File: config.mk
export PLATFORM = sky130hd
export DESIGN_NAME = multichannel_spike_detector_flat
export DESIGN_NICKNAME = d
export VERILOG_FILES = /design/src/rtl/core/spk_pkg.sv /design/src/rtl/core/spk_if.sv /design/src/rtl/core/multichannel_spike_detector.sv /design/src/rtl/core/spk_cfg.sv /design/src/rtl/core/spk_mem.sv /design/src/rtl/core/spk_update.sv /design/src/flat_wrapper.sv
export SDC_FILE = /design/constraint.sdc
export NUM_CORES = 1
export LEC_CHECK = 0
export BUFFER_PORTS_ARGS = -buffer_cell sky130_fd_sc_hd__buf_2
export CORE_AREA = 2 2 278 280
export CTS_CLUSTER_SIZE = 8
export DETAILED_ROUTE_END_ITERATION = 12
export DIE_AREA = 0 0 280 282
export PLACE_DENSITY = 0.76
export SETUP_SLACK_MARGIN = 0.02
export SLEW_MARGIN = 20
export SYNTH_ARGS = -nofsm -noshare
export SYNTH_HDL_FRONTEND = slang
export SYNTH_SLANG_ARGS = --single-unit
File: constraint.sdc
create_clock -name i_clk -period 10.2 [get_ports i_clk]
set_clock_uncertainty 0.1 [all_clocks]
set_input_delay 1.02 -clock i_clk [delete_from_list [all_inputs] [get_ports i_clk]]
set_output_delay 1.02 -clock i_clk [all_outputs]
set_load 0.03 [all_outputs]
File: src/rtl/core/spk_pkg.sv
// Shared types and constants of the multichannel spike detector.
// Depends on nothing; every other file of the block imports it.
package spk_pkg;

    localparam int SPK_CHANNELS    = 8;
    localparam int SPK_SAMPLE_BITS = 16;

    localparam int CH_W     = 3;
    localparam int SMP_W    = 16;
    localparam int SINCE_W  = 16;
    localparam int RUN_W    = 8;
    localparam int CNT_W    = 32;
    localparam int SCAN_W   = 32;
    localparam int APB_AW   = 4;
    localparam int APB_DW   = 32;

    typedef enum logic [1:0] {
        REG_THRESHOLD = 2'd0,
        REG_POLARITY  = 2'd1,
        REG_BLANKING  = 2'd2,
        REG_REQ_RUN   = 2'd3
    } t_reg_idx;

    typedef struct packed {
        logic [SMP_W-1:0]   threshold;
        logic               positive;
        logic [SINCE_W-1:0] blanking;
        logic [RUN_W-1:0]   req_run;
    } t_cfg;

    // One channel's state word as held in the state memory.
    typedef struct packed {
        logic [SINCE_W-1:0] since;
        logic [RUN_W-1:0]   run;
        logic [CNT_W-1:0]   total;
        logic [SCAN_W-1:0]  last_scan;
    } t_entry;

    localparam t_entry ENTRY_RESET = '{
        since:     {SINCE_W{1'b1}},
        run:       '0,
        total:     '0,
        last_scan: '0
    };

endpackage

File: src/rtl/core/spk_if.sv
// Stream interfaces of the spike detector: sample input and result output.
// Depends on spk_pkg for the field widths.
interface spk_in_if;
    import spk_pkg::*;
    logic              valid;
    logic              ready;
    logic [CH_W-1:0]   channel;
    logic [SMP_W-1:0]  sample;
    logic              new_scan;

    modport source (output valid, channel, sample, new_scan, input ready);
    modport sink   (input valid, channel, sample, new_scan, output ready);
endinterface

interface spk_out_if;
    import spk_pkg::*;
    logic              valid;
    logic              ready;
    logic [CH_W-1:0]   out_channel;
    logic              spike;
    logic [CNT_W-1:0]  spike_total;
    logic [SCAN_W-1:0] spike_scan;

    modport source (output valid, out_channel, spike, spike_total, spike_scan, input ready);
    modport sink   (input valid, out_channel, spike, spike_total, spike_scan, output ready);
endinterface

File: src/rtl/core/multichannel_spike_detector.sv
// Top level of the multichannel spike detector: pipeline control around the
// state memory. Depends on spk_pkg, spk_if, spk_cfg, spk_mem and spk_update.
//
//   Channel      Kind            Direction  Payload
//   i_sample_ch  valid/ready     in         channel, sample, new_scan
//   o_result     valid/ready     out        out_channel, spike, spike_total, spike_scan
//   APB          psel/penable    in/out     four 32-bit registers at 4*i
//
// One sample per cycle is sustained while the output is not stalled; a result
// passes from the memory read into stage one, then through the update into the
// output register.
// The memory read-modify-write loop sets the rate; a write and a read of the
// same channel in one cycle are bridged by a forwarding register.
// Reset is synchronous; per-entry valid bits make the state readable at once.
// A stalled output holds the pipeline; one sample may still enter meanwhile.
module multichannel_spike_detector #(
    parameter int CHANNELS    = spk_pkg::SPK_CHANNELS,
    parameter int SAMPLE_BITS = spk_pkg::SPK_SAMPLE_BITS
) (
    input  logic                        i_clk,
    input  logic                        i_rst_n,
    spk_in_if.sink                      i_sample_ch,
    spk_out_if.source                   o_result,
    input  logic                        psel,
    input  logic                        penable,
    input  logic                        pwrite,
    input  logic [spk_pkg::APB_AW-1:0]  paddr,
    input  logic [spk_pkg::APB_DW-1:0]  pwdata,
    output logic [spk_pkg::APB_DW-1:0]  prdata,
    output logic                        pready
);
    import spk_pkg::*;

    localparam int IDXW = (CHANNELS > 1) ? $clog2(CHANNELS) : 1;

    t_cfg              w_cfg;
    logic [SCAN_W-1:0] r_scan_cnt;
    logic [SCAN_W-1:0] w_scan_next;

    logic              r_s1_valid;
    logic [CH_W-1:0]   r_s1_channel;
    logic [SMP_W-1:0]  r_s1_sample;
    logic [SCAN_W-1:0] r_s1_scan;
    logic              r_fwd_hit;
    t_entry            r_fwd_entry;

    logic              r_out_valid;
    logic [CH_W-1:0]   r_out_channel;
    logic              r_out_spike;
    logic [CNT_W-1:0]  r_out_total;
    logic [SCAN_W-1:0] r_out_scan;

    logic              w_in_acc;
    logic              w_s1_adv;
    logic              w_s1_in_range;
    logic              w_wr_en;
    t_entry            w_rd_entry;
    t_entry            w_cur;
    t_entry            w_next;
    logic              w_spike;

    spk_cfg u_cfg (
        .i_clk   (i_clk),
        .i_rst_n (i_rst_n),
        .psel    (psel),
        .penable (penable),
        .pwrite  (pwrite),
        .paddr   (paddr),
        .pwdata  (pwdata),
        .prdata  (prdata),
        .pready  (pready),
        .o_cfg   (w_cfg)
    );

    assign w_s1_adv      = r_s1_valid && (!r_out_valid || o_result.ready);
    assign i_sample_ch.ready = !r_s1_valid || w_s1_adv;
    assign w_in_acc      = i_sample_ch.valid && i_sample_ch.ready;
    assign w_s1_in_range = (int'(r_s1_channel) < CHANNELS);
    assign w_wr_en       = w_s1_adv && w_s1_in_range;
    assign w_scan_next   = r_scan_cnt + SCAN_W'(i_sample_ch.new_scan);

    spk_mem #(
        .CHANNELS (CHANNELS),
        .IDXW     (IDXW)
    ) u_mem (
        .i_clk     (i_clk),
        .i_rst_n   (i_rst_n),
        .i_rd_en   (w_in_acc),
        .i_rd_idx  (IDXW'(i_sample_ch.channel)),
        .i_wr_en   (w_wr_en),
        .i_wr_idx  (IDXW'(r_s1_channel)),
        .i_wr_data (w_next),
        .o_rd_data (w_rd_entry)
    );

    assign w_cur = r_fwd_hit ? r_fwd_entry : w_rd_entry;

    spk_update #(
        .SAMPLE_BITS (SAMPLE_BITS)
    ) u_update (
        .i_cur    (w_cur),
        .i_cfg    (w_cfg),
        .i_sample (r_s1_sample),
        .i_scan   (r_s1_scan),
        .o_next   (w_next),
        .o_spike  (w_spike)
    );

    always_ff @(posedge i_clk) begin
        if (!i_rst_n) begin
            r_scan_cnt  <= '0;
            r_s1_valid  <= 1'b0;
            r_fwd_hit   <= 1'b0;
            r_out_valid <= 1'b0;
        end else begin
            if (w_in_acc) begin
                r_scan_cnt <= w_scan_next;
                // The memory read at this edge misses a write to the same channel.
                r_fwd_hit  <= w_wr_en && (r_s1_channel == i_sample_ch.channel);
            end
            if (w_in_acc) begin
                r_s1_valid <= 1'b1;
            end else if (w_s1_adv) begin
                r_s1_valid <= 1'b0;
            end
            if (w_s1_adv) begin
                r_out_valid <= 1'b1;
            end else if (o_result.ready) begin
                r_out_valid <= 1'b0;
            end
        end
    end

    always_ff @(posedge i_clk) begin
        if (w_in_acc) begin
            r_s1_channel <= i_sample_ch.channel;
            r_s1_sample  <= i_sample_ch.sample;
            r_s1_scan    <= w_scan_next;
        end
        if (w_wr_en) begin
            r_fwd_entry <= w_next;
        end
        if (w_s1_adv) begin
            r_out_channel <= r_s1_channel;
            r_out_spike   <= w_s1_in_range && w_spike;
            r_out_total   <= w_s1_in_range ? w_next.total : '0;
            r_out_scan    <= w_s1_in_range ? w_next.last_scan : '0;
        end
    end

    assign o_result.valid       = r_out_valid;
    assign o_result.out_channel = r_out_channel;
    assign o_result.spike       = r_out_spike;
    assign o_result.spike_total = r_out_total;
    assign o_result.spike_scan  = r_out_scan;

    a_wr_needs_item: assert property (@(posedge i_clk) disable iff (!i_rst_n)
        w_wr_en |-> r_s1_valid && (!r_out_valid || o_result.ready))
        else $error("state write without an item leaving stage one");

    a_fwd_on_collision: assert property (@(posedge i_clk) disable iff (!i_rst_n)
        (w_in_acc && w_wr_en && (r_s1_channel == i_sample_ch.channel)) |=> r_fwd_hit)
        else $error("same-channel collision not forwarded");

    a_accept_fills_s1: assert property (@(posedge i_clk) disable iff (!i_rst_n)
        w_in_acc |=> r_s1_valid)
        else $error("accepted sample lost before stage one");

    a_out_of_range_zero: assert property (@(posedge i_clk) disable iff (!i_rst_n)
        (r_out_valid && (int'(r_out_channel) >= CHANNELS))
            |-> (!r_out_spike && (r_out_total == '0) && (r_out_scan == '0)))
        else $error("result of an absent channel carries state");

endmodule

File: src/rtl/core/spk_cfg.sv
// APB-style register bank holding the shared detection settings.
// Depends on spk_pkg for the register codes and the t_cfg struct.
module spk_cfg (
    input  logic                        i_clk,
    input  logic                        i_rst_n,
    input  logic                        psel,
    input  logic                        penable,
    input  logic                        pwrite,
    input  logic [spk_pkg::APB_AW-1:0]  paddr,
    input  logic [spk_pkg::APB_DW-1:0]  pwdata,
    output logic [spk_pkg::APB_DW-1:0]  prdata,
    output logic                        pready,
    output spk_pkg::t_cfg               o_cfg
);
    import spk_pkg::*;

    t_cfg     r_cfg;
    t_reg_idx w_idx;
    logic     w_wr;

    assign pready = 1'b1;
    assign w_idx  = t_reg_idx'(paddr[3:2]);
    assign w_wr   = psel && penable && pwrite && pready;

    always_ff @(posedge i_clk) begin
        if (!i_rst_n) begin
            r_cfg.threshold <= 16'h8000;
            r_cfg.positive  <= 1'b1;
            r_cfg.blanking  <= '0;
            r_cfg.req_run   <= 8'd1;
        end else if (w_wr) begin
            unique case (w_idx)
                REG_THRESHOLD: r_cfg.threshold <= pwdata[SMP_W-1:0];
                REG_POLARITY:  r_cfg.positive  <= pwdata[0];
                REG_BLANKING:  r_cfg.blanking  <= pwdata[SINCE_W-1:0];
                REG_REQ_RUN:   r_cfg.req_run   <= pwdata[RUN_W-1:0];
            endcase
        end
    end

    always_comb begin
        unique case (w_idx)
            REG_THRESHOLD: prdata = APB_DW'(r_cfg.threshold);
            REG_POLARITY:  prdata = APB_DW'(r_cfg.positive);
            REG_BLANKING:  prdata = APB_DW'(r_cfg.blanking);
            REG_REQ_RUN:   prdata = APB_DW'(r_cfg.req_run);
        endcase
    end

    assign o_cfg = r_cfg;

endmodule

File: src/rtl/core/spk_mem.sv
// Per-channel state memory: one write port, one registered read port.
// Entries never written since reset read back as ENTRY_RESET (spk_pkg).
module spk_mem #(
    parameter int CHANNELS = spk_pkg::SPK_CHANNELS,
    parameter int IDXW     = (CHANNELS > 1) ? $clog2(CHANNELS) : 1
) (
    input  logic             i_clk,
    input  logic             i_rst_n,
    input  logic             i_rd_en,
    input  logic [IDXW-1:0]  i_rd_idx,
    input  logic             i_wr_en,
    input  logic [IDXW-1:0]  i_wr_idx,
    input  spk_pkg::t_entry  i_wr_data,
    output spk_pkg::t_entry  o_rd_data
);
    import spk_pkg::*;

    t_entry                r_mem [CHANNELS];
    logic [CHANNELS-1:0]   r_valid;
    t_entry                r_rd_data;
    logic                  r_rd_valid;

    always_ff @(posedge i_clk) begin
        if (i_wr_en) begin
            r_mem[i_wr_idx] <= i_wr_data;
        end
        if (i_rd_en) begin
            r_rd_data <= r_mem[i_rd_idx];
        end
    end

    // Valid bits stand in for a clearing pass; the read takes the old value.
    always_ff @(posedge i_clk) begin
        if (!i_rst_n) begin
            r_valid    <= '0;
            r_rd_valid <= 1'b0;
        end else begin
            if (i_rd_en) begin
                r_rd_valid <= r_valid[i_rd_idx];
            end
            if (i_wr_en) begin
                r_valid[i_wr_idx] <= 1'b1;
            end
        end
    end

    assign o_rd_data = r_rd_valid ? r_rd_data : ENTRY_RESET;

endmodule

File: src/rtl/core/spk_update.sv
// Next-state logic of one channel: blanking, threshold test, run and spike.
// Depends on spk_pkg for t_entry and t_cfg.
module spk_update #(
    parameter int SAMPLE_BITS = spk_pkg::SPK_SAMPLE_BITS
) (
    input  spk_pkg::t_entry              i_cur,
    input  spk_pkg::t_cfg                i_cfg,
    input  logic [spk_pkg::SMP_W-1:0]    i_sample,
    input  logic [spk_pkg::SCAN_W-1:0]   i_scan,
    output spk_pkg::t_entry              o_next,
    output logic                         o_spike
);
    import spk_pkg::*;

    logic [SMP_W-1:0]   w_smp;
    logic [SINCE_W-1:0] w_since;
    logic [RUN_W-1:0]   w_run;
    logic               w_level;
    logic               w_qual;

    assign w_smp   = SMP_W'(i_sample[SAMPLE_BITS-1:0]);
    assign w_since = (&i_cur.since) ? i_cur.since : i_cur.since + 1'b1;
    assign w_run   = (&i_cur.run) ? i_cur.run : i_cur.run + 1'b1;
    assign w_level = i_cfg.positive ? (w_smp > i_cfg.threshold) : (w_smp < i_cfg.threshold);
    assign w_qual  = (w_since >= i_cfg.blanking) && w_level;
    // A required run of zero is met by any qualifying sample, since w_run >= 1.
    assign o_spike = w_qual && (w_run >= i_cfg.req_run);

    always_comb begin
        o_next = i_cur;
        o_next.since = w_since;
        o_next.run   = w_qual ? w_run : '0;
        if (o_spike) begin
            o_next.since     = '0;
            o_next.run       = '0;
            o_next.total     = i_cur.total + 1'b1;
            o_next.last_scan = i_scan;
        end
    end

endmodule
File: src/flat_wrapper.sv
// flat-port wrapper written by rule: the top's interface ports become plain ports
module multichannel_spike_detector_flat import spk_pkg::*;
#(
    parameter int CHANNELS    = spk_pkg::SPK_CHANNELS,
    parameter int SAMPLE_BITS = spk_pkg::SPK_SAMPLE_BITS
)
  (i_clk, i_rst_n, psel, penable, pwrite, paddr, pwdata, prdata, pready, i_sample_ch_valid, i_sample_ch_channel, i_sample_ch_sample, i_sample_ch_new_scan, i_sample_ch_ready, o_result_valid, o_result_out_channel, o_result_spike, o_result_spike_total, o_result_spike_scan, o_result_ready);
  spk_in_if i_sample_ch_i ();
  spk_out_if o_result_i ();
  input  logic i_clk;
  input  logic i_rst_n;
  input  logic psel;
  input  logic penable;
  input  logic pwrite;
  input  logic [spk_pkg::APB_AW-1:0] paddr;
  input  logic [spk_pkg::APB_DW-1:0] pwdata;
  output logic [spk_pkg::APB_DW-1:0] prdata;
  output logic pready;
  input wire logic [$bits(i_sample_ch_i.valid)-1:0] i_sample_ch_valid;
  input wire logic [$bits(i_sample_ch_i.channel)-1:0] i_sample_ch_channel;
  input wire logic [$bits(i_sample_ch_i.sample)-1:0] i_sample_ch_sample;
  input wire logic [$bits(i_sample_ch_i.new_scan)-1:0] i_sample_ch_new_scan;
  output wire logic [$bits(i_sample_ch_i.ready)-1:0] i_sample_ch_ready;
  output wire logic [$bits(o_result_i.valid)-1:0] o_result_valid;
  output wire logic [$bits(o_result_i.out_channel)-1:0] o_result_out_channel;
  output wire logic [$bits(o_result_i.spike)-1:0] o_result_spike;
  output wire logic [$bits(o_result_i.spike_total)-1:0] o_result_spike_total;
  output wire logic [$bits(o_result_i.spike_scan)-1:0] o_result_spike_scan;
  input wire logic [$bits(o_result_i.ready)-1:0] o_result_ready;
  assign i_sample_ch_i.valid = i_sample_ch_valid;
  assign i_sample_ch_i.channel = i_sample_ch_channel;
  assign i_sample_ch_i.sample = i_sample_ch_sample;
  assign i_sample_ch_i.new_scan = i_sample_ch_new_scan;
  assign i_sample_ch_ready = i_sample_ch_i.ready;
  assign o_result_valid = o_result_i.valid;
  assign o_result_out_channel = o_result_i.out_channel;
  assign o_result_spike = o_result_i.spike;
  assign o_result_spike_total = o_result_i.spike_total;
  assign o_result_spike_scan = o_result_i.spike_scan;
  assign o_result_i.ready = o_result_ready;
  multichannel_spike_detector #(.CHANNELS(CHANNELS), .SAMPLE_BITS(SAMPLE_BITS)) u_core (.i_clk(i_clk), .i_rst_n(i_rst_n), .i_sample_ch(i_sample_ch_i), .o_result(o_result_i), .psel(psel), .penable(penable), .pwrite(pwrite), .paddr(paddr), .pwdata(pwdata), .prdata(prdata), .pready(pready));
endmodule
==> metrics, run 1 <==
status completed; routed wire length 91.4 mm; post-CTS resize count 0; critical path class reg -> reg; IO Count 166; Post-CTS Setup Inserts 0; Via-to-Cell Ratio 6.18; # setup viols final 0; post-synthesis adder-cell area fraction 1.33%; CP required 10.43 ns; Worst Hold Path Cells 1; vias in the first global route 23.5k; CTS Buf Count ~150; crit path DAT 7.29 ns; post-synth top area share 66.5%; initial antenna violation count 2; post-DP HPWL 49.9 mm; post-route ant nets 0; Achievable Freq 0.142 GHz; RSZ-0062 raised after global routing no; Die Span Y 282 um; die footprint about 79,000 um^2; Pleak 16.1 nW; Max Root-Sink Buffers 3; H-Tree Level Count 4; Post-synth EDFFs 935; Seq. cell area 29,800 um^2; ys async rst share 0%; ratio of cells with drive above 1 in the final layout 25.1%; Hold EP u_core.u_mem.r_valid[4]; Synth area leader edfxtp_1; Max-slew headroom 22.3%; DR pass1 iterations 7; Multi-input gate area 11,300 um^2; largest net degree at the start of global routing 104; Die Width 280 um; CTS tree built; Buffers on Ports 130; Top FF cell, synth edfxtp_1; Site Rows 101; 1st-iter DRT viols 2,208; P&R area growth vs syn 12.5%; final worst slack 3.15 ns; maximum VDD drop 163 uV; synth top area cells edfxtp_1 66%, mux4_2 9.5%, dfxtp_1 4.0%; routed via count 22.2k; largest family of logic cells by synthesized area multiplexers; CP startpoint kind register; Final Max Tran Viols 0; Critical Path Sink Type register; Pwr Total 9.79 mW; Slew @ Worst Pin 1.15 ns; clock latency on the worst-skew pair 0.71 ns; Filler cells 5,124; Util after Layout 62.8%; Nets about 2.6k; distinct cell type count after synthesis 67; simple logic cell fraction of the synthesized area between 5 and 6%; Power per Cell Area approximately 210 nW/um^2; grt ovf 0; setup TNS 0 ns; Worst R2R Path Depth 19; hold path start u_core.u_mem.r_valid[4]; multiplexer share of the synthesized area 13.7%; RR Endpoint u_core.u_mem.r_mem[0][79]; Final Wtd Congestion 0.839; Placed Area about 43,000 um^2; Root Driver clkbuf_16; Syn Inst Count around 2.4k; reg2reg start u_core.r_fwd_hit; pre-CTS setup slack 3.35 ns; FF+latch count, synth between 1k and 1.5k; CP max FO 36; clock slew at reported path FFs 0.05 ns; design area about 48,000 um^2; wire length per cell 25.4 um; post-synthesis xor/xnor area fraction 2.14%; Core Area 75,700 um^2; DRC viols 0; global-route wire length before repair 139 mm; Initial Util a little under three fifths; mapped cell area around 42,000 um^2; Syn Area/Cell 17.5 um^2; Yosys warnings 0; Max-Cap Viols 0; HP Class reg -> reg; period utilisation layout ~70%; clock tree sinks 1,020; hold_buf cts 0; Final Hold Viols 0; internal reg-to-reg setup slack ~3.1 ns; Total Routing Usage GR 23.6%; Final Critical Period 7.05 ns; register area share after synthesis a little over 70%; Compound-Gate Fraction of Synth Area 3.80%
==> metal layers <==
metal / up-vias / global-route usage, % / wire length, um
met5: - / 0 / 0
met4: 0 / 8.94 / 2530
met1: 11500 / 30.5 / 36000
met2: 899 / 40.0 / 46500
li1: 9630 / - / -
met3: 184 / 4.44 / 6410
==> cell usage after synthesis, types with 20 or more instances <==
cell type,number
edfxtp_1,935
mux4_2,179
nand2_1,136
mux2_2,93
dfxtp_1,85
buf_4,83
clkbuf_1,78
xnor2_1,63
nor2_1,56
nand3_1,53
inv_1,52
a21boi_0,49
a22o_1,49
ha_1,45
xor2_1,40
mux2_4,30
and2_1,29
o21ai_0,28
a21oi_1,27
nor3_1,25
mux2i_1,24
and3_1,23
nand4_1,22
buf_1,20
==> logic make-up after synthesis <==
group | Yosys count
buffers and inverters | 254
flip-flops | 1020
AND/OR/NAND/NOR | 437
multiplexers | 326
adder cells (fa/ha/maj) | 45
AO/OA/AOI/OAI | 223
other | 2
XOR/XNOR | 103
==> sequential cells by signal, summed over array words and instances (netlist names) <==
signal and cells:
u_core.u_mem.r_mem 704, u_core.r_fwd_entry 88, u_core.u_mem.r_rd_data 88, u_core.u_cfg.o_cfg 41, u_core.r_s1_scan 32, u_core.r_scan_cnt 32, u_core.r_s1_sample 16, u_core.u_mem.r_valid 8
u_core.o_result.out_channel 3, u_core.r_s1_channel 3, u_core.o_result.spike 1, u_core.o_result.valid 1, u_core.r_fwd_hit 1, u_core.r_s1_valid 1, u_core.u_mem.r_rd_valid 1
==> through the flow <==
step	std cells	hold slack [ns]
after floorplan	2425	0.335
after global placement	3367	0.341
after detailed placement	3367	0.354
after CTS	3599	0.347
after global routing	3599	0.363
final	3600	0.360
==> final cells by class <==
cell class	count	area share (%)
antenna	1	0.00527
timing repair buffer	164	1.97
multi-input combinational	1151	23.7
tap	978	2.58
clock inverter	13	0.327
sequential	1020	62.7
inverter	54	0.442
clock buffer	219	8.27
==> power by group <==
part           leakage, nW  internal [mW]  switching (mW)  total, mW
Clock                 1.96           2.63            1.68       4.31
Sequential            9.45           4.77          0.0489       4.82
Combinational         4.69          0.227           0.429      0.656
==> how the worst max path moves through the flow <==
stage | cells after the start | start | end
after detailed placement | 19 | u_core.r_fwd_hit | u_core.u_mem.r_mem[0][79]
after CTS | 19 | u_core.r_fwd_hit | u_core.u_mem.r_mem[7][83]
final | 19 | u_core.r_fwd_hit | u_core.u_mem.r_mem[0][79]
after global placement | 19 | u_core.r_fwd_hit | u_core.u_mem.r_mem[4][78]
after global routing | 19 | u_core.r_fwd_hit | u_core.r_fwd_entry[81]
after floorplan | 3 | o_result_ready | u_core.u_mem.r_mem[2][0]
==> layout by cell type (no fill, tap or decap), drive strengths merged, types with 5 or more instances in the layout <==
master / instances
mux4: 179
nand3b: 6
nor2b: 19
a22o: 49
and2: 30
nor3b: 7
a21oi: 27
nor3: 30
nand2: 136
nor2: 57
a22oi: 19
xnor2: 63
or2: 5
o21ai: 29
a21boi: 49
o22ai: 14
dfxtp: 85
nor4b: 5
ha: 45
clkbuf: 219
clkinv: 5
mux2: 123
o21a: 11
conb: 17
buf: 164
inv: 62
nand4b: 10
xor2: 40
nand3: 54
nand4: 24
nand2b: 7
edfxtp: 935
mux2i: 24
nor4: 12
and3: 23
or3: 6
==> worst max-delay path: stages (launching register included) <==
cell      delay [ns]
dfxtp_4         0.78
buf_4           0.48
nand2b_1        0.58
o22a_1          0.26
ha_1            0.18
inv_1           0.05
a311oi_1        0.25
and2_0          0.34
nand4_2         0.31
nor3b_1         0.26
xnor2_1         0.22
ha_1            0.30
a21oi_1         0.15
o21ai_0         0.11
a221o_1         0.35
a31o_2          0.24
o21ai_1         0.08
buf_4           0.27
nor2_1          0.30
a21boi_0        1.03
Power figures use the tool's default switching activity.
==> run 2: changes to the inputs <==
==> constraint.sdc (replaced) <==
create_clock -name i_clk -period 5.8 [get_ports i_clk]
set_clock_uncertainty 0.1 [all_clocks]
set_input_delay 0.58 -clock i_clk [delete_from_list [all_inputs] [get_ports i_clk]]
set_output_delay 0.58 -clock i_clk [all_outputs]
set_load 0.03 [all_outputs]
==> run 2 against run 1 <==
  * Combinational power rose by 84%
  * Worst hold slack got worse by 0.33 ns
  * Register-to-register slack got worse by 2.7 ns
  * Highest routed layer unchanged
  * First-iteration DRC count rose by 16%
  * Via count rose by 1.0%
  * Sequential share of layout area fell by 0.82 points
  * Largest power group unchanged
==> metrics, run 2 (synthesis gave the netlist of run 1 again) <==
status completed; global-route wire length before repair 142 mm; routed wire length 93.2 mm; H-Tree Level Count 4; Biggest register u_core.u_mem.r_mem; combinational power share 7.0%; fin cells ~3.6k; Die Width 280 um; CTS Buf Count 145; Power per Cell Area 362 nW/um^2; commonest non-fill, non-tap cells in the layout 935 x edfxtp_1, 179 x mux4_2, 151 x clkbuf_16; clock share of power 44.5%; HP Class in -> reg; Sw Pwr 3.84 mW; Final Max Tran Viols 0; post-DP HPWL 50.7 mm; DRC viols 0; DR pass1 iterations 6; switching share of power between 20 and 25%; Total Routing Usage GR 24.1%; Max-slew headroom between 30% and 40%; Buffers on Ports 130; Critical Path Sink Type register; Placed Area 43,700 um^2; # setup viols final 0; wire length per cell 25.6 um; Final Critical Period 5.38 ns; clock tree sinks 1,020; Core Area 75,700 um^2; Achievable Freq 0.186 GHz; critical path class reg -> reg; design area 48,100 um^2; period utilisation layout between 90% and 100%; Pleak between 15 and 20 nW; clock latency on the worst-skew pair 0.73 ns; maximum VDD drop 274 uV; Final Wtd Congestion 0.854; RSZ-0062 raised after global routing no; ratio of cells with drive above 1 in the final layout about a quarter; Post-CTS Setup Inserts 0; CP max FO 28; P_int 13.6 mW; setup TNS 0 ns; CP startpoint kind register; Root Driver clkbuf_16; leading cell type in the layout, fill and taps excluded edfxtp_1; vias in the first global route 23.7k; worst hold slack 0.0333 ns; Slew @ Worst Pin 1.04 ns; IO Count 166; pre-CTS setup slack roughly 0.50 ns; Largest register FFs 704; Via-to-Cell Ratio 6.16; Die Span Y around 280 um; P&R area growth vs syn 14.0%; CTS tree built; routed via count between 20k and 25k; placed cell count 3,387; Nets 2,686; Max Root-Sink Buffers 3; Site Rows between 100 and 150; Initial Util 55.8%; Flop pwr share 48.6%; Ant. Diodes 0; registers with the most flip-flops u_core.u_mem.r_mem x704, u_core.r_fwd_entry x88, u_core.u_mem.r_rd_data x88; die footprint 79,000 um^2; Final Hold Viols 0; initial antenna violation count 1; post-route ant nets 0; Max-Cap Viols 0; 1st-iter DRT viols 2,556; largest net degree at the start of global routing 95; crit path DAT 5.70 ns; CP required between 6 and 7 ns; grt ovf 0; final worst slack 0.417 ns; clock slew at reported path FFs 0.05 ns
-- run 2: changes by cell type in the layout (fill, tap and decap cells not counted), moves of 3 or more --
cell / previous run / this run
dlygate4sd3_1: 0 / 21
buf_12: 1 / 11
buf_4: 34 / 44
clkbuf_16: 146 / 151
inv_6: 8 / 4
clkbuf_1: 73 / 76
-- run 2: cell type report --
cell class,instances,area [um^2]
tap,978,1220
timing repair buffer,206,1450
clock buffer,227,4060
inverter,54,210
fill,4989,27600
sequential,1020,29800
multi-input combinational,1151,11300
clock inverter,10,136
-- run 2: through the flow --
| step | power [mW] | util, % |
|---|---|---|
| after global placement | 9.73 | 57.7 |
| after detailed placement | 9.79 | 57.7 |
| after CTS | 17.5 | 63.5 |
| after floorplan | 9.43 | - |
| after global routing | 17.9 | 63.6 |
| final | 17.4 | 63.6 |
-- run 2: worst paths after layout --
kind                            depth (start not counted)  slack, ns               startpoint                      end
worst max-delay path                                   19       0.42         u_core.r_fwd_hit   u_core.r_fwd_entry[61]
worst min-delay path                                    3       0.03               pwdata[12]   u_core.u_cfg.o_cfg[20]
worst max register to register                         19       0.42         u_core.r_fwd_hit   u_core.r_fwd_entry[61]
worst min register to register                          1       0.36  u_core.u_mem.r_valid[4]  u_core.u_mem.r_valid[4]
-- run 2: critical path: stages, from the launching register on --
cell and delay, ns:
dfxtp_4 0.33, buf_4 0.29, nand2b_1 0.20, o22a_1 0.19, ha_1 0.19, inv_1 0.05
a311oi_1 0.26, and2_0 0.32, nand4_2 0.29, nor3b_1 0.26, xnor2_1 0.22, ha_1 0.30
a21oi_1 0.14, o21ai_0 0.09, a221o_1 0.34, a31o_2 0.25, o211ai_2 0.11, buf_4 0.37
nor4_1 0.15, xnor2_1 0.61
-- run 2: timing repair --
item                       4_1_cts  5_1_grt
hold buffers                    21        0
gates resized for setup          0        1
setup endpoints to repair        0        9
hold endpoints to repair        22        0
-- run 2: power by group through the flow --
stage / combinational [mW] / clock, mW / sequential, mW
after global placement: 1.15 / 0 / 8.59
after CTS: 1.21 / 7.86 / 8.46
final: 1.21 / 7.75 / 8.47
after floorplan: 0.852 / 0 / 8.57
after detailed placement: 1.19 / 0 / 8.60
after global routing: 1.31 / 8.16 / 8.47
-- run 2: routing by layer --
metal | track usage [%] | part of all wire, %
met5 | 0 | 0
met4 | 8.16 | 2.1
met3 | 4.62 | 7.4
met2 | 40.7 | 51
met1 | 31.8 | 39
